--- config.mk ---
export PLATFORM = sky130hd
export DESIGN_NAME = dre_front
export DESIGN_NICKNAME = d
export VERILOG_FILES = /design/src/rtl/digraph_reachability_engine_macros.svh /design/src/rtl/dre_pkg.sv /design/src/rtl/dre_front.sv
export SDC_FILE = /design/constraint.sdc
export NUM_CORES = 1
export LEC_CHECK = 0
export ABC_AREA = 0
export BUFFER_PORTS_ARGS = -buffer_cell sky130_fd_sc_hd__buf_2
export CORE_MARGIN = 3
export CORE_UTILIZATION = 39
export CTS_BUF_LIST = sky130_fd_sc_hd__clkbuf_16
export DETAILED_ROUTE_END_ITERATION = 8
export HOLD_SLACK_MARGIN = 0.08
export PLACE_DENSITY_LB_ADDON = 0.1
export REMOVE_ABC_BUFFERS = 1
export SYNTH_ARGS = -nofsm -noshare
export SYNTH_HDL_FRONTEND = slang
export SYNTH_SLANG_ARGS = --single-unit
--- constraint.sdc ---
create_clock -name aclk -period 2.5 [get_ports aclk]
set_input_delay 0.5 -clock aclk [delete_from_list [all_inputs] [get_ports aclk]]
set_output_delay 0.5 -clock aclk [all_outputs]
set_load 0.02 [all_outputs]
--- src/rtl/digraph_reachability_engine_macros.svh ---
// Assertion helpers used by the engine top level to check its request queue.
`ifndef DIGRAPH_REACHABILITY_ENGINE_MACROS_SVH
`define DIGRAPH_REACHABILITY_ENGINE_MACROS_SVH

// Same-cycle implication, checked on every rising edge outside reset.
`define DRE_ASSERT_IMP(label, ante, cons, msg) \
    label: assert property (@(posedge aclk) disable iff (!aresetn) (ante) |-> (cons)) \
        else $error(msg);

// Next-cycle implication, checked on every rising edge outside reset.
`define DRE_ASSERT_NEXT(label, ante, cons, msg) \
    label: assert property (@(posedge aclk) disable iff (!aresetn) (ante) |=> (cons)) \
        else $error(msg);

`endif

--- src/rtl/dre_pkg.sv ---
`default_nettype none
package dre_pkg;

    localparam int MAX_VERTICES = 64;
    localparam int VTX_W        = 6;
    localparam int CNT_W        = 7;
    localparam int ARC_W        = 12;
    localparam int FUNC_W       = 2;
    localparam int S_TDATA_W    = 16;
    localparam int M_TDATA_W    = 32;
    localparam int QUEUE_DEPTH  = 2;
    localparam int QPTR_W       = (QUEUE_DEPTH > 1) ? $clog2(QUEUE_DEPTH) : 1;
    localparam int QCNT_W       = $clog2(QUEUE_DEPTH + 1);

    localparam logic [FUNC_W-1:0] FUNC_INSERT = 2'd0;
    localparam logic [FUNC_W-1:0] FUNC_REMOVE = 2'd1;
    localparam logic [FUNC_W-1:0] FUNC_QUERY  = 2'd2;

    typedef enum logic [2:0] {
        KIND_NOP,
        KIND_INSERT,
        KIND_REMOVE,
        KIND_QUERY,
        KIND_BAD
    } dre_kind_t;

    typedef struct packed {
        dre_kind_t         kind;
        logic [VTX_W-1:0]  first;
        logic [VTX_W-1:0]  second;
        logic [CNT_W-1:0]  n;
    } dre_op_t;

    typedef struct packed {
        logic              full;
        logic              empty;
        logic [QCNT_W-1:0] count;
    } dre_qstat_t;

    typedef enum logic [2:0] {
        ST_IDLE,
        ST_RMW,
        ST_ROWA,
        ST_SWEEP,
        ST_PICK,
        ST_EXPAND,
        ST_FINISH
    } dre_state_t;

    // Bits below the active vertex count.
    function automatic logic [MAX_VERTICES-1:0] low_mask(input logic [CNT_W-1:0] n);
        logic [MAX_VERTICES-1:0] m;
        m = '0;
        for (int i = 0; i < MAX_VERTICES; i++) begin
            m[i] = (CNT_W'(i) < n);
        end
        return m;
    endfunction

    // Index of the lowest set bit; zero when the vector is empty.
    function automatic logic [VTX_W-1:0] lowest_index(input logic [MAX_VERTICES-1:0] v);
        logic [VTX_W-1:0] idx;
        idx = '0;
        for (int i = MAX_VERTICES - 1; i >= 0; i--) begin
            if (v[i]) begin
                idx = VTX_W'(i);
            end
        end
        return idx;
    endfunction

endpackage
`default_nettype wire

--- src/rtl/dre_front.sv ---
`default_nettype none
module dre_front
    import dre_pkg::*;
(
    input  wire logic                 aclk,
    input  wire logic                 aresetn,
    input  wire logic                 cfg_valid,
    output logic                      cfg_ready,
    input  wire logic [CNT_W-1:0]     cfg_data,
    input  wire logic                 s_tvalid,
    output logic                      s_tready,
    input  wire logic [S_TDATA_W-1:0] s_tdata,
    input  wire logic [FUNC_W-1:0]    s_tuser,
    input  wire dre_qstat_t           q_stat,
    output logic                      push,
    output dre_op_t                   push_op
);

    logic [CNT_W-1:0] vertex_count_reg;
    logic [CNT_W-1:0] active_n;
    logic [VTX_W-1:0] first_v;
    logic [VTX_W-1:0] second_v;
    logic             out_of_range;

    always_ff @(posedge aclk) begin
        if (!aresetn) begin
            vertex_count_reg <= CNT_W'(MAX_VERTICES);
        end else if (cfg_valid) begin
            vertex_count_reg <= cfg_data;
        end
    end

    assign cfg_ready = 1'b1;
    assign s_tready  = !q_stat.full;
    assign push      = s_tvalid && !q_stat.full;

    assign first_v  = s_tdata[VTX_W-1:0];
    assign second_v = s_tdata[2*VTX_W-1:VTX_W];
    assign active_n = (vertex_count_reg > CNT_W'(MAX_VERTICES)) ?
                      CNT_W'(MAX_VERTICES) : vertex_count_reg;
    assign out_of_range = ({1'b0, first_v} >= active_n) || ({1'b0, second_v} >= active_n);

    always_comb begin
        push_op.first  = first_v;
        push_op.second = second_v;
        push_op.n      = active_n;
        case (s_tuser)
            FUNC_INSERT: push_op.kind = out_of_range ? KIND_BAD : KIND_INSERT;
            FUNC_REMOVE: push_op.kind = out_of_range ? KIND_BAD : KIND_REMOVE;
            FUNC_QUERY:  push_op.kind = out_of_range ? KIND_BAD : KIND_QUERY;
            default:     push_op.kind = KIND_NOP;
        endcase
    end

endmodule
`default_nettype wire

Word level (Yosys, flattened, before mapping)

Index checks and enable logic that the tools add are counted.

Bits in registers: 7
Latch bits: 0
Bits in writable memories: 0
ROM bits: 0
Input port bits: 33
Logic and storage cells: 15
Memories: 0

Add/subtract/negate cells: 0
Multiply operators: 0
Divide/modulo/power cells: 0
$lt $le $gt $ge: 3
Equality and inequality tests: 2
Shift-type cells: 0
Muxes and demuxes: 5
Bitwise logic cells: 0
Reductions and logical operators: 4

Operator list:

| cell               | count |
|---|---|
| $ge 6x7->1         | 2 |
| $mux 3             | 3 |
| $pmux 3 s3         | 1 |
| $gt 7x7->1 const B | 1 |
| $mux 7             | 1 |
| $eq 2x1->1 const B | 1 |
| $eq 2x2->1 const B | 1 |
| $logic_not 2->1    | 1 |
| $logic_and 1x1->1  | 1 |
| $logic_not 1->1    | 1 |
| $logic_or 1x1->1   | 1 |

Longest topological paths before layout

Depth in word-level cells: 6
Gate-level depth with buffers: 7
Mapped depth without buffers: 6

Worst setup path before layout

No wires, ideal clock.

Path type: register -> output
From: register vertex_count_reg[6]
To: output port push_op[19] (netlist name)
Arrival time: 2090 ps
Slack: -90 ps
Cell stages (with the launch flop): 8
Cell sequence: dfxtp_1 buf_4 nor2b_1 ha_1 nand2b_1 a31oi_1 o22ai_2 nor3_1

RTL lines:

| item                   | RTL line        | text |
|---|---|---|
| from (decl)            | dre_front.sv:19 | `logic [CNT_W-1:0] vertex_count_reg;` |
| from (signal assigned) | dre_front.sv:27 | `vertex_count_reg <= CNT_W'(MAX_VERTICES);` |
| from (signal assigned) | dre_front.sv:29 | `vertex_count_reg <= cfg_data;` |
| to (decl)              | dre_front.sv:16 | `output dre_op_t push_op` |

==> tab_implementation.tex <==
\begin{tabular}{lr}
\hline
Metric & Value \\
\hline
\multicolumn{2}{l}{\textbf{Outcome}} \\
\quad Result of the run & finished clean \\
\multicolumn{2}{l}{\textbf{Clock network}} \\
\quad H-tree level count & 1 \\
\quad Root buffer selected by CTS & sky130\_fd\_sc\_hd\_\_clkbuf\_16 \\
\quad Clock insertion delay at the later pin of the skew report & 0.23 ns \\
\quad Total clock buffers created by CTS & 3 \\
\quad TritonCTS clock tree & yes \\
\quad Max clock buf depth & 2 \\
\quad Reg clk slew, reported paths & 0.03 ns \\
\quad Clock net sink count & 7 \\
\multicolumn{2}{l}{\textbf{Power and ir drop}} \\
\quad Combinational cell fraction of total power & between 20\% and 30\% \\
\quad Pwr dens & 519 nW/um2 \\
\quad Highest ir drop seen on vdd & 0.000473 V \\
\quad Internal power & 0.389 mW \\
\quad Switching part of the total power & 26.6\% \\
\quad Sw power & between 0.1 and 0.15 mW \\
\quad Clock share of power & 51.3\% \\
\quad Static leakage & 0.573 nW \\
\quad Sequential Power Share & 23.4\% \\
\multicolumn{2}{l}{\textbf{Die}} \\
\quad Core Box Area & 1760 um2 \\
\quad Die height & 49.9 um \\
\quad Width of the die & 49.9 um \\
\quad Initial cell density of the core & 42.6\% \\
\quad Die Outline Area & around 2500 um2 \\
\quad FP Rows & 15 \\
\quad Boundary pin count & 58 \\
\multicolumn{2}{l}{\textbf{Timing}} \\
\quad Pins over their slew limit & 0 \\
\quad Share of the cycle needed by the critical path after routing & about 96\% \\
\quad Final worst setup slack & 0.0986 ns \\
\quad Timing-limited maximum frequency & 0.416 GHz \\
\quad Shortest period the worst path allows & 2.40 ns \\
\quad Final worst clock skew & 0 ns \\
\quad Setup repair after global routing missed its margin & yes \\
\quad Final setup violation count & 0 \\
\quad Hold slack final & between 0.4 and 0.5 ns \\
\quad Final Hold Violating Endpoints & 0 \\
\multicolumn{2}{l}{\textbf{Routing}} \\
\quad Routed Antenna Nets & 0 \\
\quad DRC violation count after routing & 0 \\
\quad Iter 0 DRT Violations & 4 \\
\quad Number of vias after detailed routing & 685 \\
\quad Routed wirelength normalized by instance count & 10.6 um \\
\quad Post-detailed-routing wire length & roughly 1.6 mm \\
\quad 1st-pass router iterations & 4 \\
\quad Vias per Instance & 4.60 \\
\multicolumn{2}{l}{\textbf{Logic synthesis}} \\
\quad Adder-cell area share of the yosys netlist & 20.0\% \\
\quad Cells after Synth & 85 \\
\quad Synthesized-area fraction occupied by ao, oa, aoi and oai cells & 12.8\% \\
\quad Synthesized cell area & 752 um2 \\
\quad Simple-Gate Fraction of Synth Area & 18.5\% \\
\quad Share of synthesized area occupied by flip-flops and latches & 18.6\% \\
\quad Dominant combinational cell family by area after synthesis & adder cells \\
\quad Cell type with the largest total area after synthesis & sky130\_fd\_sc\_hd\_\_ha\_1 \\
\quad Post-synthesis async set-or-reset flop share & 0\% \\
\quad Number of flops mapped to enable cells by yosys & 0 \\
\quad Most instantiated flip-flop cell in the synthesis netlist & sky130\_fd\_sc\_hd\_\_dfxtp\_1 \\
\quad Mean post-synth cell area & 8.85 um2 \\
\quad Synth unique cells & 25 \\
\quad Multiplexer share of the synthesized area & 9.32\% \\
\quad Largest cells by area after synthesis & sky130\_fd\_sc\_hd\_\_ha\_1, sky130\_fd\_sc\_hd\_\_dfxtp\_1, sky130\_fd\_sc\_hd\_\_buf\_4 \\
\quad Number of synthesized register bits & 7 \\
\quad Share of the synthesized netlist area taken by xor and xnor gates & under 10\% \\
\quad Yosys top cell area share & between 10\% and 20\% \\
\quad Ys Warns & 0 \\
\multicolumn{2}{l}{\textbf{Worst setup path}} \\
\quad CP required & 2.00 ns \\
\quad Critical path arrival & 1.90 ns \\
\quad Critical path capture point type & output pin \\
\quad Largest fanout on the critical path & 8 \\
\quad CP startpoint kind & flip-flop \\
\quad Category of the critical setup timing path & reg -> out \\
\multicolumn{2}{l}{\textbf{Placement}} \\
\quad Number of buffers inserted by port buffering & 49 \\
\quad Weighted congestion reported at the end of routability-driven placement & around 0.72 \\
\quad DP HPWL & 1.35 mm \\
\quad Instance count after placement with tap cells included & 145 \\
\quad Pre-CTS worst setup slack & 0.230 ns \\
\multicolumn{2}{l}{\textbf{Layout}} \\
\quad Final nets & 170 \\
\quad Growth of design area from synthesis to finish & 35.9\% \\
\quad Number of flip-flops under the largest register name & 7 \\
\quad Share of cells above drive strength 1 & 48.4\% \\
\quad ANT cells & 0 \\
\quad Sequential standard cell area & 141 um2 \\
\quad Fill cell instance count of the final layout & 180 \\
\quad Area occupied by multi-input gates & 480 um2 \\
\quad Fin cells & 149 \\
\multicolumn{2}{l}{\textbf{Global route}} \\
\quad Tot GR Track Use & between 10\% and 20\% \\
\quad Number of global-route vias before repair & 667 \\
\quad Gr ovfl total & 0 \\
\quad Global-route wire length before repair & 2.75 mm \\
\quad Number of antenna violations at the first check in global routing & 0 \\
\quad Largest net degree at the start of global routing & 9 \\
\multicolumn{2}{l}{\textbf{Run}} \\
\quad Number of maximum-capacitance violations & 0 \\
\multicolumn{2}{l}{\textbf{Min path}} \\
\quad Hold crit path type & in -> reg \\
\hline
\end{tabular}
-- Yosys cell counts, types with 2 or more instances --
cell,number
sky130_fd_sc_hd__nor2b_1,8
sky130_fd_sc_hd__a21o_1,2
sky130_fd_sc_hd__mux2i_1,7
sky130_fd_sc_hd__nor3_1,3
sky130_fd_sc_hd__nand3_1,2
sky130_fd_sc_hd__nand2b_1,6
sky130_fd_sc_hd__dfxtp_1,7
sky130_fd_sc_hd__ha_1,12
sky130_fd_sc_hd__buf_4,14
sky130_fd_sc_hd__inv_1,8
sky130_fd_sc_hd__a21oi_1,2
-- per-stage QoR --
stage | total power [mW] | utilization [%] | area [um2] | TNS [ns]
detailed placement | 0.259 | 52.7 | 930 | 0
global route | 0.558 | 57.9 | 1020 | -0.0884
floorplan | 0.189 | - | 638 | -0.296
global placement | 0.256 | 52.7 | 930 | 0
finish | 0.530 | 57.9 | 1020 | 0
CTS | 0.533 | 57.2 | 1010 | 0
-- power groups by stage --
stage               Clock, mW  Combinational (mW)  Sequential, mW
finish                  0.272               0.134           0.124
detailed placement          0               0.133           0.126
global placement            0               0.131           0.125
CTS                     0.275               0.134           0.124
floorplan                   0              0.0631           0.126
global route            0.284               0.149           0.125
-- critical path: stages (launching register included) --
cell	delay, ns
sky130_fd_sc_hd__dfxtp_2	0.34
sky130_fd_sc_hd__nand2b_1	0.19
sky130_fd_sc_hd__ha_1	0.31
sky130_fd_sc_hd__a21o_1	0.17
sky130_fd_sc_hd__a31oi_2	0.17
sky130_fd_sc_hd__o22ai_2	0.13
sky130_fd_sc_hd__nor3_1	0.17
sky130_fd_sc_hd__buf_2	0.19
-- cells by family (layout without fill, tap and decap cells) --
logic type / Yosys count / in the layout
multiplexers: 7 / 7
buffers and inverters: 24 / 63
AND/OR/NAND/NOR: 23 / 23
AO/OA/AOI/OAI: 10 / 10
XOR/XNOR: 1 / 1
flip-flops: 7 / 7
other: 1 / 1
adder cells (fa/ha/maj): 12 / 12
-- layout by cell type, fill, tap and decap left out --
cell / n
sky130_fd_sc_hd__a21o_1: 2
sky130_fd_sc_hd__o21a_1: 1
sky130_fd_sc_hd__a21oi_1: 2
sky130_fd_sc_hd__ha_1: 12
sky130_fd_sc_hd__buf_4: 2
sky130_fd_sc_hd__nand4b_1: 1
sky130_fd_sc_hd__clkbuf_16: 3
sky130_fd_sc_hd__inv_1: 9
sky130_fd_sc_hd__a2bb2oi_2: 1
sky130_fd_sc_hd__nor2b_1: 8
sky130_fd_sc_hd__o22ai_2: 1
sky130_fd_sc_hd__buf_2: 49
sky130_fd_sc_hd__xnor2_1: 1
sky130_fd_sc_hd__dfxtp_1: 6
sky130_fd_sc_hd__nand2_1: 1
sky130_fd_sc_hd__a31oi_4: 1
sky130_fd_sc_hd__dfxtp_2: 1
sky130_fd_sc_hd__a31oi_2: 1
sky130_fd_sc_hd__nand2b_1: 6
sky130_fd_sc_hd__nand3b_1: 1
sky130_fd_sc_hd__nor3_1: 3
sky130_fd_sc_hd__nand3_1: 2
sky130_fd_sc_hd__conb_1: 1
sky130_fd_sc_hd__o2bb2ai_2: 1
sky130_fd_sc_hd__mux2i_1: 7
sky130_fd_sc_hd__nand4_1: 1
-- layer usage --
metal | up-vias | wire [um] | track usage, %
met2 | 29 | 783 | 24.0
li1 | 353 | - | -
met5 | - | 0 | 0
met1 | 298 | 637 | 16.6
met4 | 0 | 38 | 8.29
met3 | 5 | 127 | 3.02
-- what timing repair did --
item | CTS | global route
resized for setup | 1 | 2
endpoints found under the setup margin | 1 | 2
cloned | 0 | 0
setup buffers | 0 | 0
hold buffers | 0 | 0
-- area by class of cell --
cell class	count	share of cell area, %
clock inverters	1	0.367
multi-input cells	54	47.0
well taps	25	3.06
repair buffers	51	25.5
clock buffers	3	7.34
inverters	8	2.94
flip-flops and latches	7	13.8
-- worst paths after layout --
kind / cells past startpoint / slack, ns / start / to
min reg2reg: 2 / 0.51 / vertex_count_reg[4] / vertex_count_reg[4]
min: 3 / 0.50 / cfg_data[6] / vertex_count_reg[6]
max: 7 / 0.1 / vertex_count_reg[6] / push_op[19]
max reg2reg: 2 / 1.85 / vertex_count_reg[6] / vertex_count_reg[6]
Power figures use the tool's default switching activity.
