$ cat config.mk
export PLATFORM = sky130hd
export DESIGN_NAME = dre_queue
export DESIGN_NICKNAME = d
export VERILOG_FILES = /design/src/rtl/digraph_reachability_engine_macros.svh /design/src/rtl/dre_pkg.sv /design/src/rtl/dre_queue.sv
export SDC_FILE = /design/constraint.sdc
export NUM_CORES = 1
export LEC_CHECK = 0
export ABC_AREA = 0
export BUFFER_PORTS_ARGS = -buffer_cell sky130_fd_sc_hd__buf_2
export CAP_MARGIN = 20
export CORE_MARGIN = 5
export CORE_UTILIZATION = 40
export DETAILED_ROUTE_END_ITERATION = 7
export PLACE_DENSITY = 0.73
export SYNTH_ARGS = -nofsm -noshare
export SYNTH_HDL_FRONTEND = slang
export SYNTH_SLANG_ARGS = --single-unit
$ cat constraint.sdc
create_clock -name aclk -period 1.79 [get_ports aclk]
set_input_delay 0.179 -clock aclk [delete_from_list [all_inputs] [get_ports aclk]]
set_output_delay 0.179 -clock aclk [all_outputs]
set_load 0.005 [all_outputs]
$ cat src/rtl/digraph_reachability_engine_macros.svh
// Assertion helpers used by the engine top level to check its request queue.
`ifndef DIGRAPH_REACHABILITY_ENGINE_MACROS_SVH
`define DIGRAPH_REACHABILITY_ENGINE_MACROS_SVH

// Same-cycle implication, checked on every rising edge outside reset.
`define DRE_ASSERT_IMP(label, ante, cons, msg) \
    label: assert property (@(posedge aclk) disable iff (!aresetn) (ante) |-> (cons)) \
        else $error(msg);

// Next-cycle implication, checked on every rising edge outside reset.
`define DRE_ASSERT_NEXT(label, ante, cons, msg) \
    label: assert property (@(posedge aclk) disable iff (!aresetn) (ante) |=> (cons)) \
        else $error(msg);

`endif

$ cat src/rtl/dre_pkg.sv
`default_nettype none
package dre_pkg;

    localparam int MAX_VERTICES = 64;
    localparam int VTX_W        = 6;
    localparam int CNT_W        = 7;
    localparam int ARC_W        = 12;
    localparam int FUNC_W       = 2;
    localparam int S_TDATA_W    = 16;
    localparam int M_TDATA_W    = 32;
    localparam int QUEUE_DEPTH  = 2;
    localparam int QPTR_W       = (QUEUE_DEPTH > 1) ? $clog2(QUEUE_DEPTH) : 1;
    localparam int QCNT_W       = $clog2(QUEUE_DEPTH + 1);

    localparam logic [FUNC_W-1:0] FUNC_INSERT = 2'd0;
    localparam logic [FUNC_W-1:0] FUNC_REMOVE = 2'd1;
    localparam logic [FUNC_W-1:0] FUNC_QUERY  = 2'd2;

    typedef enum logic [2:0] {
        KIND_NOP,
        KIND_INSERT,
        KIND_REMOVE,
        KIND_QUERY,
        KIND_BAD
    } dre_kind_t;

    typedef struct packed {
        dre_kind_t         kind;
        logic [VTX_W-1:0]  first;
        logic [VTX_W-1:0]  second;
        logic [CNT_W-1:0]  n;
    } dre_op_t;

    typedef struct packed {
        logic              full;
        logic              empty;
        logic [QCNT_W-1:0] count;
    } dre_qstat_t;

    typedef enum logic [2:0] {
        ST_IDLE,
        ST_RMW,
        ST_ROWA,
        ST_SWEEP,
        ST_PICK,
        ST_EXPAND,
        ST_FINISH
    } dre_state_t;

    // Bits below the active vertex count.
    function automatic logic [MAX_VERTICES-1:0] low_mask(input logic [CNT_W-1:0] n);
        logic [MAX_VERTICES-1:0] m;
        m = '0;
        for (int i = 0; i < MAX_VERTICES; i++) begin
            m[i] = (CNT_W'(i) < n);
        end
        return m;
    endfunction

    // Index of the lowest set bit; zero when the vector is empty.
    function automatic logic [VTX_W-1:0] lowest_index(input logic [MAX_VERTICES-1:0] v);
        logic [VTX_W-1:0] idx;
        idx = '0;
        for (int i = MAX_VERTICES - 1; i >= 0; i--) begin
            if (v[i]) begin
                idx = VTX_W'(i);
            end
        end
        return idx;
    endfunction

endpackage
`default_nettype wire

$ cat src/rtl/dre_queue.sv
`default_nettype none
module dre_queue
    import dre_pkg::*;
(
    input  wire logic    aclk,
    input  wire logic    aresetn,
    input  wire logic    push,
    input  wire dre_op_t push_op,
    input  wire logic    pop,
    output dre_op_t      head,
    output dre_qstat_t   q_stat
);

    dre_op_t           entry_mem [QUEUE_DEPTH];
    logic [QPTR_W-1:0] wr_ptr_reg;
    logic [QPTR_W-1:0] rd_ptr_reg;
    logic [QCNT_W-1:0] count_reg;
    logic              do_push;
    logic              do_pop;

    assign q_stat.full  = (count_reg == QCNT_W'(QUEUE_DEPTH));
    assign q_stat.empty = (count_reg == '0);
    assign q_stat.count = count_reg;
    assign do_push      = push && !q_stat.full;
    assign do_pop       = pop && !q_stat.empty;
    assign head         = entry_mem[rd_ptr_reg];

    always_ff @(posedge aclk) begin
        if (do_push) begin
            entry_mem[wr_ptr_reg] <= push_op;
        end
    end

    always_ff @(posedge aclk) begin
        if (!aresetn) begin
            wr_ptr_reg <= '0;
            rd_ptr_reg <= '0;
            count_reg  <= '0;
        end else begin
            if (do_push) begin
                wr_ptr_reg <= (wr_ptr_reg == QPTR_W'(QUEUE_DEPTH - 1)) ? '0 :
                              wr_ptr_reg + QPTR_W'(1);
            end
            if (do_pop) begin
                rd_ptr_reg <= (rd_ptr_reg == QPTR_W'(QUEUE_DEPTH - 1)) ? '0 :
                              rd_ptr_reg + QPTR_W'(1);
            end
            if (do_push && !do_pop) begin
                count_reg <= count_reg + QCNT_W'(1);
            end else if (do_pop && !do_push) begin
                count_reg <= count_reg - QCNT_W'(1);
            end
        end
    end

endmodule
`default_nettype wire

## Word-level counts from Yosys, hierarchy flattened

Memory sizes are Yosys's and may differ from the RTL's. A register that Yosys moved wholly into a read port is not among the register bits.
Index checks and enable logic that the tools add are counted.

| storage, ports and cells | value |
|---|---|
| logic and storage cells | 27 |
| memories | 1 |
| memory bits (writable) | 44 |
| register bits after elaboration | 4 |
| output and inout port bits | 26 |
| input bits | 26 |

Memories:

| memory | words | width | read ports | clocked after memory_dff | write ports | RTL line | text |
|---|---|---|---|---|---|---|---|
| entry_mem | 2 | 22 | 1 | 1 | 1 | dre_queue.sv:14 | `dre_op_t entry_mem [QUEUE_DEPTH];` |

| operators by class | value |
|---|---|
| mux-type cells | 8 |
| reduce and logical (&&, ||, !) cells | 10 |
| add/subtract/negate cells | 4 |
| equality and inequality tests | 1 |

Operators by type and width:

| kind | count |
|---|---|
| $mux 1 | 6 |
| $logic_and 1x1->1 | 4 |
| $logic_not 1->1 | 4 |
| $mux 2 | 2 |
| $add 1x1->1 const B | 2 |
| $add 2x1->2 const B | 1 |
| $eq 2x2->1 const B | 1 |
| $logic_not 2->1 | 1 |
| $reduce_bool 2->1 | 1 |
| $sub 2x1->2 const B | 1 |

## Logic depth before layout (Yosys ltp)

Gate-level depths: netlist of the first run.

| depth | value |
|---|---|
| depth in word-level cells | 7 |
| mapped depth | 7 |
| gate-level depth less buffers | 7 |

## Least setup slack after synthesis of the first run

No wires, ideal clock.

| path | value |
|---|---|
| path type | reg2reg |
| start point | reg count_reg[0] |
| end point | mem entry_mem[0][0] (netlist name) (enable) |
| period minus slack after synthesis | 1.946 ns |
| data arrival time | 1.547 ns |
| stages on the path, launching flop included | 4 |
| path slack | -0.156 ns |
| required time | 1.391 ns |
| setup time | 0.399 ns |
| buffers on the path | 0 |
| path through | dfxtp_1 nand2b_1 inv_2 nor3_2 |

RTL lines:

| item | RTL line | text |
|---|---|---|
| start, declared | dre_queue.sv:17 | `logic [QCNT_W-1:0] count_reg;` |
| start signal, assigned | dre_queue.sv:49 | `count_reg <= count_reg + QCNT_W'(1);` |
| start signal, assigned | dre_queue.sv:51 | `count_reg <= count_reg - QCNT_W'(1);` |
| end, declared | dre_queue.sv:14 |  |

## Worst setup path after layout of the first run

| path | value |
|---|---|
| start point | reg count_reg[0] |
| end point | reg count_reg[1] |

| on the way | value |
|---|---|
| word-level cells in the longest chain between the ends | 6 |
| elaborated cells on any way between the ends | 15 |
| classes of those cells | add/sub (2); eq/ne (1); mux (2); reduce/logical (10) |

RTL lines:

| item | RTL line | text |
|---|---|---|
| $eq 2x2->1 (*) | dre_queue.sv:21 | `assign q_stat.full = (count_reg == QCNT_W'(QUEUE_DEPTH));` |
| $logic_not 1->1 (*) | dre_queue.sv:24 | `assign do_push = push && !q_stat.full;` |
| $logic_and 1x1->1 (*) | dre_queue.sv:24 |  |
| via do_push | dre_queue.sv:18 | `logic do_push;` |
| $logic_not 1->1 | dre_queue.sv:50 | `end else if (do_pop && !do_push) begin` |
| $logic_and 1x1->1 | dre_queue.sv:50 |  |
| $reduce_bool 2->1 (no source line) | - |  |

Mark *: on every way through the listed nets, which the timed path passes. The rest lies on a longest branch. The select of a mux whose other input is x is not followed.
A chain may end at the register's enable or synchronous reset.

==> results of run 1 <==
cells in the final DEF, fill, tap and decap left out:
cell type    n
dfxtp_1      5
clkinvlp_4   1
o21a_1       1
nor3_4       1
xor2_1       1
clkbuf_8     5
mux2_2      22
inv_2        1
xnor2_1      2
inv_1        1
nor2_1       2
and3_1       1
a21boi_1     1
or3_1        1
ha_1         1
a21boi_0     1
buf_2       51
o21ai_0      1
o21ai_1      1
and2_1       3
clkinv_2     2
edfxtp_1    44
nand2b_1     1
buf_4        6
kinds of logic (layout without fill, tap and decap cells):
kind of cell,after synthesis,after routing
AND/OR/NAND/NOR,9,9
adder cells (fa/ha/maj),1,1
flip-flops,49,49
XOR/XNOR,3,3
buffers and inverters,4,67
multiplexers,22,22
AO/OA/AOI/OAI,5,5
cell type report:
class                           count  area, sq um  share of cell area
Sequential cell                    49         1420               0.629
Timing Repair Buffer               57          300               0.133
Multi-Input combinational cell     40          380               0.168
Clock buffer                        5         68.8              0.0304
Tap cell                           52         65.1              0.0288
Clock inverter                      3         17.5             0.00775
Inverter                            2         7.51             0.00332
stage by stage:
step           area (sq um)  std cells   util  hold WS [ns]
6_report               2260        208  0.516        0.0724
2_1_floorplan          1820         93      -         0.278
3_5_place_dp           2170        200  0.496         0.372
4_1_cts                2260        208  0.516        0.0601
5_1_grt                2260        208  0.516        0.0524
3_3_place_gp           2170        200  0.496         0.368
power by group through the flow:
| stage | clock network, mW | logic [mW] | registers (mW) |
|---|---|---|---|
| global placement | 0 | 0.831 | 1.52 |
| global route | 0.687 | 0.941 | 1.53 |
| CTS | 0.644 | 0.874 | 1.51 |
| detailed placement | 0 | 0.870 | 1.54 |
| finish | 0.610 | 0.843 | 1.51 |
| floorplan | 0 | 0.491 | 1.53 |
worst register-to-register path: stages, from the launching register on:
cell	delay [ns]
dfxtp_1	0.45
nand2b_1	0.19
inv_2	0.07
nor2_1	0.10
ha_1	0.28
or3_1	0.38
a21boi_1	0.14
worst paths after layout:
| check | endpoint | slack (ns) | cells after the start |
|---|---|---|---|
| max | count_reg[1]$_SDFFE_PN0P_ | 0.13 | 6 |
| min | entry_mem[1][1]$_DFFE_PP_ | 0.07 | 1 |
| max reg2reg | count_reg[1]$_SDFFE_PN0P_ | 0.13 | 6 |
| min reg2reg | count_reg[1]$_SDFFE_PN0P_ | 0.56 | 2 |
layer usage:
metal  part of all wire  vias up
li1                   -      479
met1               0.39      477
met2               0.55       32
met3              0.063        0
met4                  0        0
met5                  0        -
==> summary.md, run 1 <==
| Metric | Value |
|---|---|
| Ratio of cells with drive above 1 in the final layout | `0.571` |
| FP Rows | `24` |
| Most used routing layer | `met2` |
| Die width | `77.3 um` |
| Peak supply drop | `0.681 mV` |
| Slew headroom | `0.837` |
| Worst skew pair latency | `0.29 ns` |
| Slowest cell on the critical path | `dfxtp_1` |
| Clk sinks | `49` |
| M2 GR Usage | `0.211` |
| Synth-to-Final Area Change | `24.7%` |
| Vias | `988` |
| Die Y-Extent | `slightly below 80 um` |
| Max reg flops | `between 40 and 50` |
| Max Clock Skew | `between 0.003 and 0.004 ns` |
| Max-Cap Viols | `0` |
| Synth area leader | `edfxtp_1` |
| Largest family of logic cells by synthesized area | `multiplexers` |
| Crit-path max cell delay | `~0.45 ns` |
| Detailed-route DRC error count | `0` |
| Crit end category | `flip-flop` |
| Syn Std Cell Area | `0.00181 sq mm` |
| Ys async rst share | `0` |
| Clk pwr share | `0.206` |
| Post-synth top flop | `edfxtp_1` |
| Status | `finished clean` |
| Core area | `0.00438 sq mm` |
| Postcts setup bufs | `0` |
| Post-cts hold buffer count | `0` |
| Fmax | `0.602 GHz` |
| Library cells used by synthesis | `20` |
| Sw Share | `0.271` |
| Final Max Tran Viols | `0` |
| Routed Antenna Nets | `0` |
| Root Driver | `clkbuf_8` |
| Internal power | `~2.2 mW` |
| Clock-pin slew on the worst setup and hold paths | `roughly 0.09 ns` |
| Starting Density | `0.414` |
| Worst setup slack after layout | `around 0.13 ns` |
| Post-Syn Instances | `93` |
| Design Power | `2.96 mW` |
| Avg Cell Area, Syn | `19.5 sq um` |
| Switching pwr | `802 uW` |
| Simple-Gate Fraction of Synth Area | `0.0304` |
| Largest net degree at the start of global routing | `16` |
| Nets@finish | `182` |
| Detailed placer's ending HPWL | `between 2000 and 2500 um` |
| Worst setup SP type | `flip-flop` |
| Flop pwr share | `0.509` |
| CP Data Arrival Time | `1.88 ns` |
| GRT met3 Usage | `0.0410` |
| Final setup TNS | `0 ns` |
| Tmin final | `about 1.7 ns` |
| Critical path data required time | `2.01 ns` |
| Buffers & Inverters on Critical Path | `1` |
| HP Start | `push_op[1]` |
| Initial DRC count | `45` |
| Routed vias/inst | `4.75` |
| CTS Buf Count | `5` |
| Seq/Total Area, Yosys | `0.784` |
| DRT Pass-1 Iters | `4` |
| Yosys warns | `0` |
| EDFF count, synth | `44` |
| CTS tree | `done` |
| Synth Register Bits | `49` |
| Setup violators final | `0` |
| Post-synthesis adder-cell area fraction | `0.00690` |
| Share of the synthesized area in the top cell type | `0.729` |
| Initial antenna violation count | `0` |
| Gp weighted congestion | `roughly 0.69` |
| Post-Syn Nets | `120` |
| WS Path Type | `flip-flop to flip-flop` |
| Final period utilization | `0.927` |
| Proportion of synthesized area in mux cells | `0.137` |
| GRT Util Overall | `0.112` |
| Post-CTS Resized | `0` |
| Top-count cell post-synth | `edfxtp_1` |
| DIE AREA | `0.00598 sq mm` |
| Global route overflow | `0` |
| Combinational group share of total power | `0.285` |
| Vias in the first global route | `1114` |
| RSZ-0062 raised after global routing | `no` |
| Synth Area in Compound Gates | `0.0179` |
| WL/cell | `around 16 um` |
| Critical path launch point | `count_reg[0]$_SDFFE_PN0P_` |
| Largest cells by area after synthesis | `edfxtp_1 (73%), mux2_2 (14%), dfxtp_1 (5.5%), and2_1 (1.0%), xnor2_1 (0.97%)` |
| R2R Path Start | `count_reg[0]$_SDFFE_PN0P_` |
| H-tree depth | `2` |
| CP delay by family, top | `simple AND/OR/NAND/NOR gates` |
| Pleak | `~0.87 nW` |
| Ant. Diodes | `0` |
| CP Cell Sequence | `nand2b_1, inv_2, nor2_1, ha_1, or3_1, a21boi_1` |
| Post-Place Setup Slack | `0.129 ns` |
| Hold Path Class | `input pin to flip-flop` |
| Measured slew at the worst slew-check pin | `0.244 ns` |
| Post-synth top cells | `edfxtp_1 (44), mux2_2 (22), dfxtp_1 (5)` |
| Crit-path max FO | `6` |
| First-pass GRT wire length | `approximately 5300 um` |
| DRT Wirelength | `3280 um` |
| Clock Path Buffers | `2` |
| Io pins | `52` |
| Power Dens Cells | `1310 mW/mm^2` |
| Fin. Hold Viols | `0` |
| Post-synthesis xor/xnor area fraction | `0.0145` |
| Grt met1 use | `0.118` |
| Fillcell total | `between 300 and 400` |
| Port bufs | `51` |
Note: power is estimated with default switching activity, not from simulation.
==> inputs of run 2 (changes only) <==
Settings changed: PLACE_DENSITY 0.73 to 0.7.
Clock period 1.79 ns to 1.55 ns, I/O delays scaled along.
==> summary.md, run 2 (synthesis results as in run 1) <==
| Metric | Value |
|---|---|
| Detailed-route DRC error count | `0 (unchanged)` |
| Die width | `77.3 um (unchanged)` |
| Crit-path max FO | `6 (unchanged)` |
| Die Y-Extent | `77.3 um (unchanged)` |
| Starting Density | `0.414 (unchanged)` |
| Vias | `1026 (+3.8%)` |
| Cell depth of the worst hold path | `1 (unchanged)` |
| R2R setup slack | `0.06 ns (-0.07 ns)` |
| Final Max Tran Viols | `0 (unchanged)` |
| Max Clock Skew | `0.00236 ns (-0.00155 ns)` |
| Fmax | `0.673 GHz (+12%)` |
| Vias in the first global route | `1160 (+4.1%)` |
| FP Rows | `24 (unchanged)` |
| Design area | `0.00233 sq mm (+3.3%)` |
| Gp weighted congestion | `0.647 (-6.0%)` |
| Port bufs | `51 (unchanged)` |
| H-tree depth | `2 (unchanged)` |
| Status | `finished clean` |
| Ant. Diodes | `0 (unchanged)` |
| Post-cts hold buffer count | `0 (unchanged)` |
| Power Dens Cells | `1580 mW/mm^2 (+21%)` |
| First-pass GRT wire length | `5400 um (+2.6%)` |
| Synth-to-Final Area Change | `28.8%` |
| Placed Instance Area | `0.00219 sq mm (+0.63%)` |
| Pleak | `0.905 nW (+3.6%)` |
| Initial DRC count | `45 (unchanged)` |
| Root Driver | `clkbuf_8` |
| CTS tree | `done` |
| Crit end category | `flip-flop` |
| CTS Buf Count | `5 (unchanged)` |
| Worst setup SP type | `flip-flop` |
| Clk sinks | `49 (unchanged)` |
| Register area | `0.00143 sq mm (+0.35%)` |
| DRT Pass-1 Iters | `2 (-2)` |
| Final period utilization | `0.958 (+0.0307)` |
| Worst skew pair latency | `0.29 ns (about the same)` |
| Clock Path Buffers | `2 (unchanged)` |
| Global route overflow | `0 (unchanged)` |
| Clock-pin slew on the worst setup and hold paths | `0.08 ns (about the same)` |
| Peak supply drop | `0.945 mV (+39%)` |
| Reg-to-Reg End | `count_reg[1]$_SDFFE_PN0P_` |
| Initial antenna violation count | `0 (unchanged)` |
| Hold Path Sink | `entry_mem[0][9]$_DFFE_PP_` |
| Ratio of cells with drive above 1 in the final layout | `0.606 (+0.0357)` |
| Setup violators final | `0 (unchanged)` |
| Most frequent cells in the layout | `buf_2 (51), edfxtp_1 (44), mux2_2 (22), buf_4 (10), clkbuf_8 (5)` |
| Post-Place Setup Slack | `-0.00428 ns (-0.133 ns)` |
| Footprint of the multi-input gates | `397 sq um (+4.3%)` |
| R2R Path Start | `count_reg[0]$_SDFFE_PN0P_` |
| Max-Cap Viols | `0 (unchanged)` |
| CP Data Arrival Time | `1.71 ns (-0.17 ns)` |
| Design Power | `3.69 mW (+25%)` |
| Max reg flops | `44 (unchanged)` |
| Hold Path Class | `input pin to flip-flop` |
| Measured slew at the worst slew-check pin | `0.167 ns (-0.0762 ns)` |
| Slew headroom | `0.887 (+0.0509)` |
| Largest net degree at the start of global routing | `15 (-1)` |
| Fillcell total | `386 (-2.8%)` |
| Io pins | `52 (unchanged)` |
| Reg2reg path depth | `7 (+1)` |
| Tmin final | `1.49 ns (-0.175 ns)` |
| Routed Antenna Nets | `0 (unchanged)` |
| Routed vias/inst | `4.84 (+1.9%)` |
| HP Start | `push_op[9]` |
| Detailed placer's ending HPWL | `2380 um (-4.6%)` |
| WHS | `0.0482 ns (-0.0242 ns)` |
| WS Path Type | `flip-flop to flip-flop` |
| Fin. Hold Viols | `0 (unchanged)` |
| Core area | `0.00438 sq mm (unchanged)` |
| Critical path data required time | `1.77 ns (-0.24 ns)` |
| DRT Wirelength | `3280 um (about the same)` |
| Nets@finish | `186 (+2.2%)` |
| WL/cell | `15.5 um (-1.9%)` |
| DIE AREA | `0.00598 sq mm (unchanged)` |
| GRT Util Overall | `0.117 (+0.00546)` |
| RSZ-0062 raised after global routing | `yes` |
| Worst setup slack after layout | `0.0649 ns (-0.0651 ns)` |
| Final core utilization | `0.533 (+0.0168)` |
| Commonest non-fill, non-tap cell in the layout | `buf_2` |
run 2: changes by cell type in the layout (fill, tap and decap cells not counted), sizes merged:
cell      change
buf           +4
bufinv        +1
clkbuf        +1
clkinv        -1
clkinvlp      -1
run 2: repair_timing:
action                     4_1_cts  5_1_grt
gates resized for setup          1        3
cloned                           0        0
setup endpoints to repair        1        1
buffers inserted                 0        4
pin swaps                        0        3
run 2: power by group:
part / total [mW] / internal [mW] / leakage (nW) / switching [mW]
logic: 1.07 / 0.595 / 0.399 / 0.479
clock network: 0.853 / 0.476 / 0.0528 / 0.377
registers: 1.76 / 1.67 / 0.453 / 0.0891
run 2: metal layers:
metal,share of wire,GRT usage,vias up
li1,-,-,483
met1,0.37,0.124,495
met2,0.53,0.198,38
met3,0.074,0.0550,10
met4,0.024,0.0515,0
met5,0,0,-
run 2: worst max-delay path by stage:
stage                                    from                   endpoint  cells after the start  slack, ns
floorplan           count_reg[0]$_SDFFE_PN0P_  entry_mem[0][0]$_DFFE_PP_                      3     -0.005
global route        count_reg[0]$_SDFFE_PN0P_  count_reg[1]$_SDFFE_PN0P_                      7      -0.01
detailed placement  count_reg[1]$_SDFFE_PN0P_  count_reg[1]$_SDFFE_PN0P_                      6     -0.004
CTS                 count_reg[0]$_SDFFE_PN0P_  count_reg[1]$_SDFFE_PN0P_                      6      0.006
global placement    count_reg[0]$_SDFFE_PN0P_  count_reg[1]$_SDFFE_PN0P_                      6       0.10
finish              count_reg[0]$_SDFFE_PN0P_  count_reg[1]$_SDFFE_PN0P_                      7       0.06
run 2: final cells by class:
class	count	area share
Tap cell	52	0.0279
Clock inverter	2	0.0145
Sequential cell	49	0.611
Multi-Input combinational cell	40	0.170
Timing Repair Buffer	61	0.141
Clock buffer	6	0.0311
Inverter	2	0.00429
run 2: worst max-delay path, cell delays in order (launching register included):
cell and delay [ns]:
dfxtp_4 0.37, nand2b_4 0.16, inv_4 0.06, nor2_2 0.03
ha_2 0.17, xor2_1 0.15, or3_1 0.36, a21boi_1 0.12
run 2: metrics by stage:
stage,cells,setup TNS (ns)
floorplan,93,-0.109
global placement,200,0
detailed placement,200,-0.00428
CTS,208,0
global route,212,-0.0148
finish,212,0
==> inputs of run 3 (changes only) <==
Settings changed: CORE_UTILIZATION 40 to 50, PLACE_DENSITY 0.7 to 0.83.
==> summary.md, run 3 (synthesis results as in run 1) <==
| Metric | Value |
|---|---|
| Hold Path Class | `input pin to flip-flop` |
| GRT Util Overall | `0.153 (+0.0363)` |
| DRT Wirelength | `3450 um (+5.1%)` |
| Io pins | `52 (unchanged)` |
| WS Path Type | `flip-flop to primary output` |
| DIE AREA | `0.00493 sq mm (-18%)` |
| Core area | `0.00342 sq mm (-22%)` |
| Die Y-Extent | `70.2 um (-9.2%)` |
| WL/cell | `15.2 um (-1.9%)` |
| Measured slew at the worst slew-check pin | `0.213 ns (+0.0451 ns)` |
| Cell count after placement | `193 (-3.5%)` |
| Status | `finished clean` |
| Detailed-route DRC error count | `0 (unchanged)` |
| Nets@finish | `207 (+11%)` |
| CP Cell Sequence | `buf_8, mux2_2, buf_2` |
| Starting Density | `0.531 (+0.117)` |
| Largest net degree at the start of global routing | `23 (+8)` |
| Gp weighted congestion | `0.756 (+17%)` |
| Clk sinks | `49 (unchanged)` |
| Routed vias/inst | `4.77 (-1.4%)` |
| Post-Place Setup Slack | `0.0225 ns (+0.0268 ns)` |
| Ant. Diodes | `0 (unchanged)` |
| Reg-to-Reg End | `count_reg[1]$_SDFFE_PN0P_` |
| Ratio of cells with drive above 1 in the final layout | `0.541 (-0.0648)` |
| Peak supply drop | `0.948 mV (+0.28%)` |
| Vias | `1083 (+5.6%)` |
| Worst skew pair latency | `0.35 ns (+0.06 ns)` |
| Design Power | `3.73 mW (+0.95%)` |
| R2R Path Start | `count_reg[0]$_SDFFE_PN0P_` |
| Vias in the first global route | `1164 (+0.34%)` |
| Max reg flops | `44 (unchanged)` |
| Crit end category | `primary output` |
| RSZ-0062 raised after global routing | `yes` |
| Routed Antenna Nets | `0 (unchanged)` |
| DRT Pass-1 Iters | `3 (+1)` |
| Detailed placer's ending HPWL | `2170 um (-8.9%)` |
| Slew headroom | `0.858 (-0.0291)` |
| Initial DRC count | `20 (-56%)` |
| CP Data Arrival Time | `1.35 ns (-0.36 ns)` |
| Synth-to-Final Area Change | `44.1%` |
| Power Dens Cells | `1430 mW/mm^2 (-9.8%)` |
| Clock-pin slew on the worst setup and hold paths | `0.13 ns (+0.05 ns)` |
| Fin. Hold Viols | `0 (unchanged)` |
| Slowest cell on the critical path | `dfxtp_4` |
| R2R setup slack | `0.12 ns (+0.06 ns)` |
| FP Rows | `21 (-13%)` |
| Worst setup SP type | `flip-flop` |
| Global route overflow | `0 (unchanged)` |
| First-pass GRT wire length | `5610 um (+4.0%)` |
| Final Max Tran Viols | `0 (unchanged)` |
| Clock Path Buffers | `2 (unchanged)` |
| Fmax | `0.663 GHz (-1.5%)` |
| Root Driver | `clkbuf_4` |
| Port bufs | `51 (unchanged)` |
| Reg2reg path depth | `7 (unchanged)` |
| Tmin final | `1.51 ns (+0.0224 ns)` |
| CTS Buf Count | `5 (unchanged)` |
| Hold Path Sink | `wr_ptr_reg$_SDFFE_PN0P_` |
| Die width | `70.2 um (-9.2%)` |
| Initial antenna violation count | `0 (unchanged)` |
| Placed Instance Area | `0.00219 sq mm (-0.11%)` |
| H-tree depth | `2 (unchanged)` |
| CP delay by family, top | `flip-flops` |
| Final period utilization | `0.973 (+0.0145)` |
| Max Clock Skew | `0.00839 ns (+0.00602 ns)` |
| Design area | `0.00261 sq mm (+12%)` |
| Fin cells | `227 (+7.1%)` |
| Crit-path max FO | `8 (+2)` |
| Critical path data required time | `1.39 ns (-0.38 ns)` |
| Crit-path max cell delay | `0.40 ns (+0.03 ns)` |
| Most frequent cells in the layout | `buf_2 (49), edfxtp_1 (44), dlygate4sd3_1 (22), mux2_4 (11), mux2_2 (11)` |
| Max-Cap Viols | `0 (unchanged)` |
| HP Start | `aresetn` |
| Setup violators final | `0 (unchanged)` |
| Commonest non-fill, non-tap cell in the layout | `buf_2` |
| Cell depth of the worst hold path | `2 (+1)` |
| Worst setup slack after layout | `0.0425 ns (-0.0224 ns)` |
| CTS tree | `done` |
| Buffers & Inverters on Critical Path | `2 (+1)` |
| Pleak | `1.03 nW (+14%)` |
-- run 3: worst register-to-register path, delay by kind of cell (launching register included) --
family / cells / cell delay, ns
AOI/OAI and AO/OA: 1 / 0.12
xor gates and xnor gates: 1 / 0.15
adders and majority gates: 1 / 0.15
buffers and inverters: 1 / 0.07
DFF: 1 / 0.38
and+or+nand+nor: 3 / 0.50
-- run 3: worst max path at each step --
stage	startpoint	to	slack, ns	cells past startpoint
2_1_floorplan	count_reg[0]$_SDFFE_PN0P_	entry_mem[0][0]$_DFFE_PP_	-0.005	3
5_1_grt	flip-flop	head[8]	-0.02	3
6_report	flip-flop	head[8]	0.04	3
3_3_place_gp	count_reg[0]$_SDFFE_PN0P_	count_reg[1]$_SDFFE_PN0P_	0.09	6
3_5_place_dp	count_reg[1]$_SDFFE_PN0P_	count_reg[1]$_SDFFE_PN0P_	0.02	6
4_1_cts	flip-flop	head[3]	0.01	3
-- run 3: area by class of cell --
type | count | area [sq um]
flip-flops and latches | 49 | 1430
fillers | 218 | 803
repair buffers | 82 | 583
multi-input cells | 40 | 453
well taps | 46 | 57.6
clock inverters | 3 | 41.3
clock buffers | 5 | 37.5
inverters | 2 | 10.0
-- run 3: report_power, final --
group | switching [mW] | internal, mW | total (mW)
clock | 0.360 | 0.334 | 0.694
sequential | 0.100 | 1.68 | 1.78
combinational | 0.509 | 0.742 | 1.25
total | 0.970 | 2.76 | 3.73
-- run 3: what timing repair did --
item                       4_1_cts  5_1_grt
gates resized for setup          6       19
setup buffers                    0        3
hold buffers                    22        0
hold endpoints to repair        44        0
pin swaps                        1        3
gates cloned                     1        0
setup endpoints to repair       16       21
-- run 3: per-stage QoR --
step | hold slack [ns] | util | TNS, ns
after floorplan | 0.254 | - | -0.109
after global placement | 0.344 | 0.640 | 0
after detailed placement | 0.346 | 0.640 | 0
after CTS | 0.0514 | 0.733 | 0
after global routing | 0.0595 | 0.765 | -0.0824
final | 0.0682 | 0.765 | 0
-- run 3: routing by layer --
metal	vias up	global-route usage	wire, um	share of wire
li1	529	-	-	-
met1	514	0.165	1270	0.37
met2	34	0.271	1900	0.55
met3	6	0.0646	216	0.063
met4	0	0.0511	60	0.017
met5	-	0	0	0
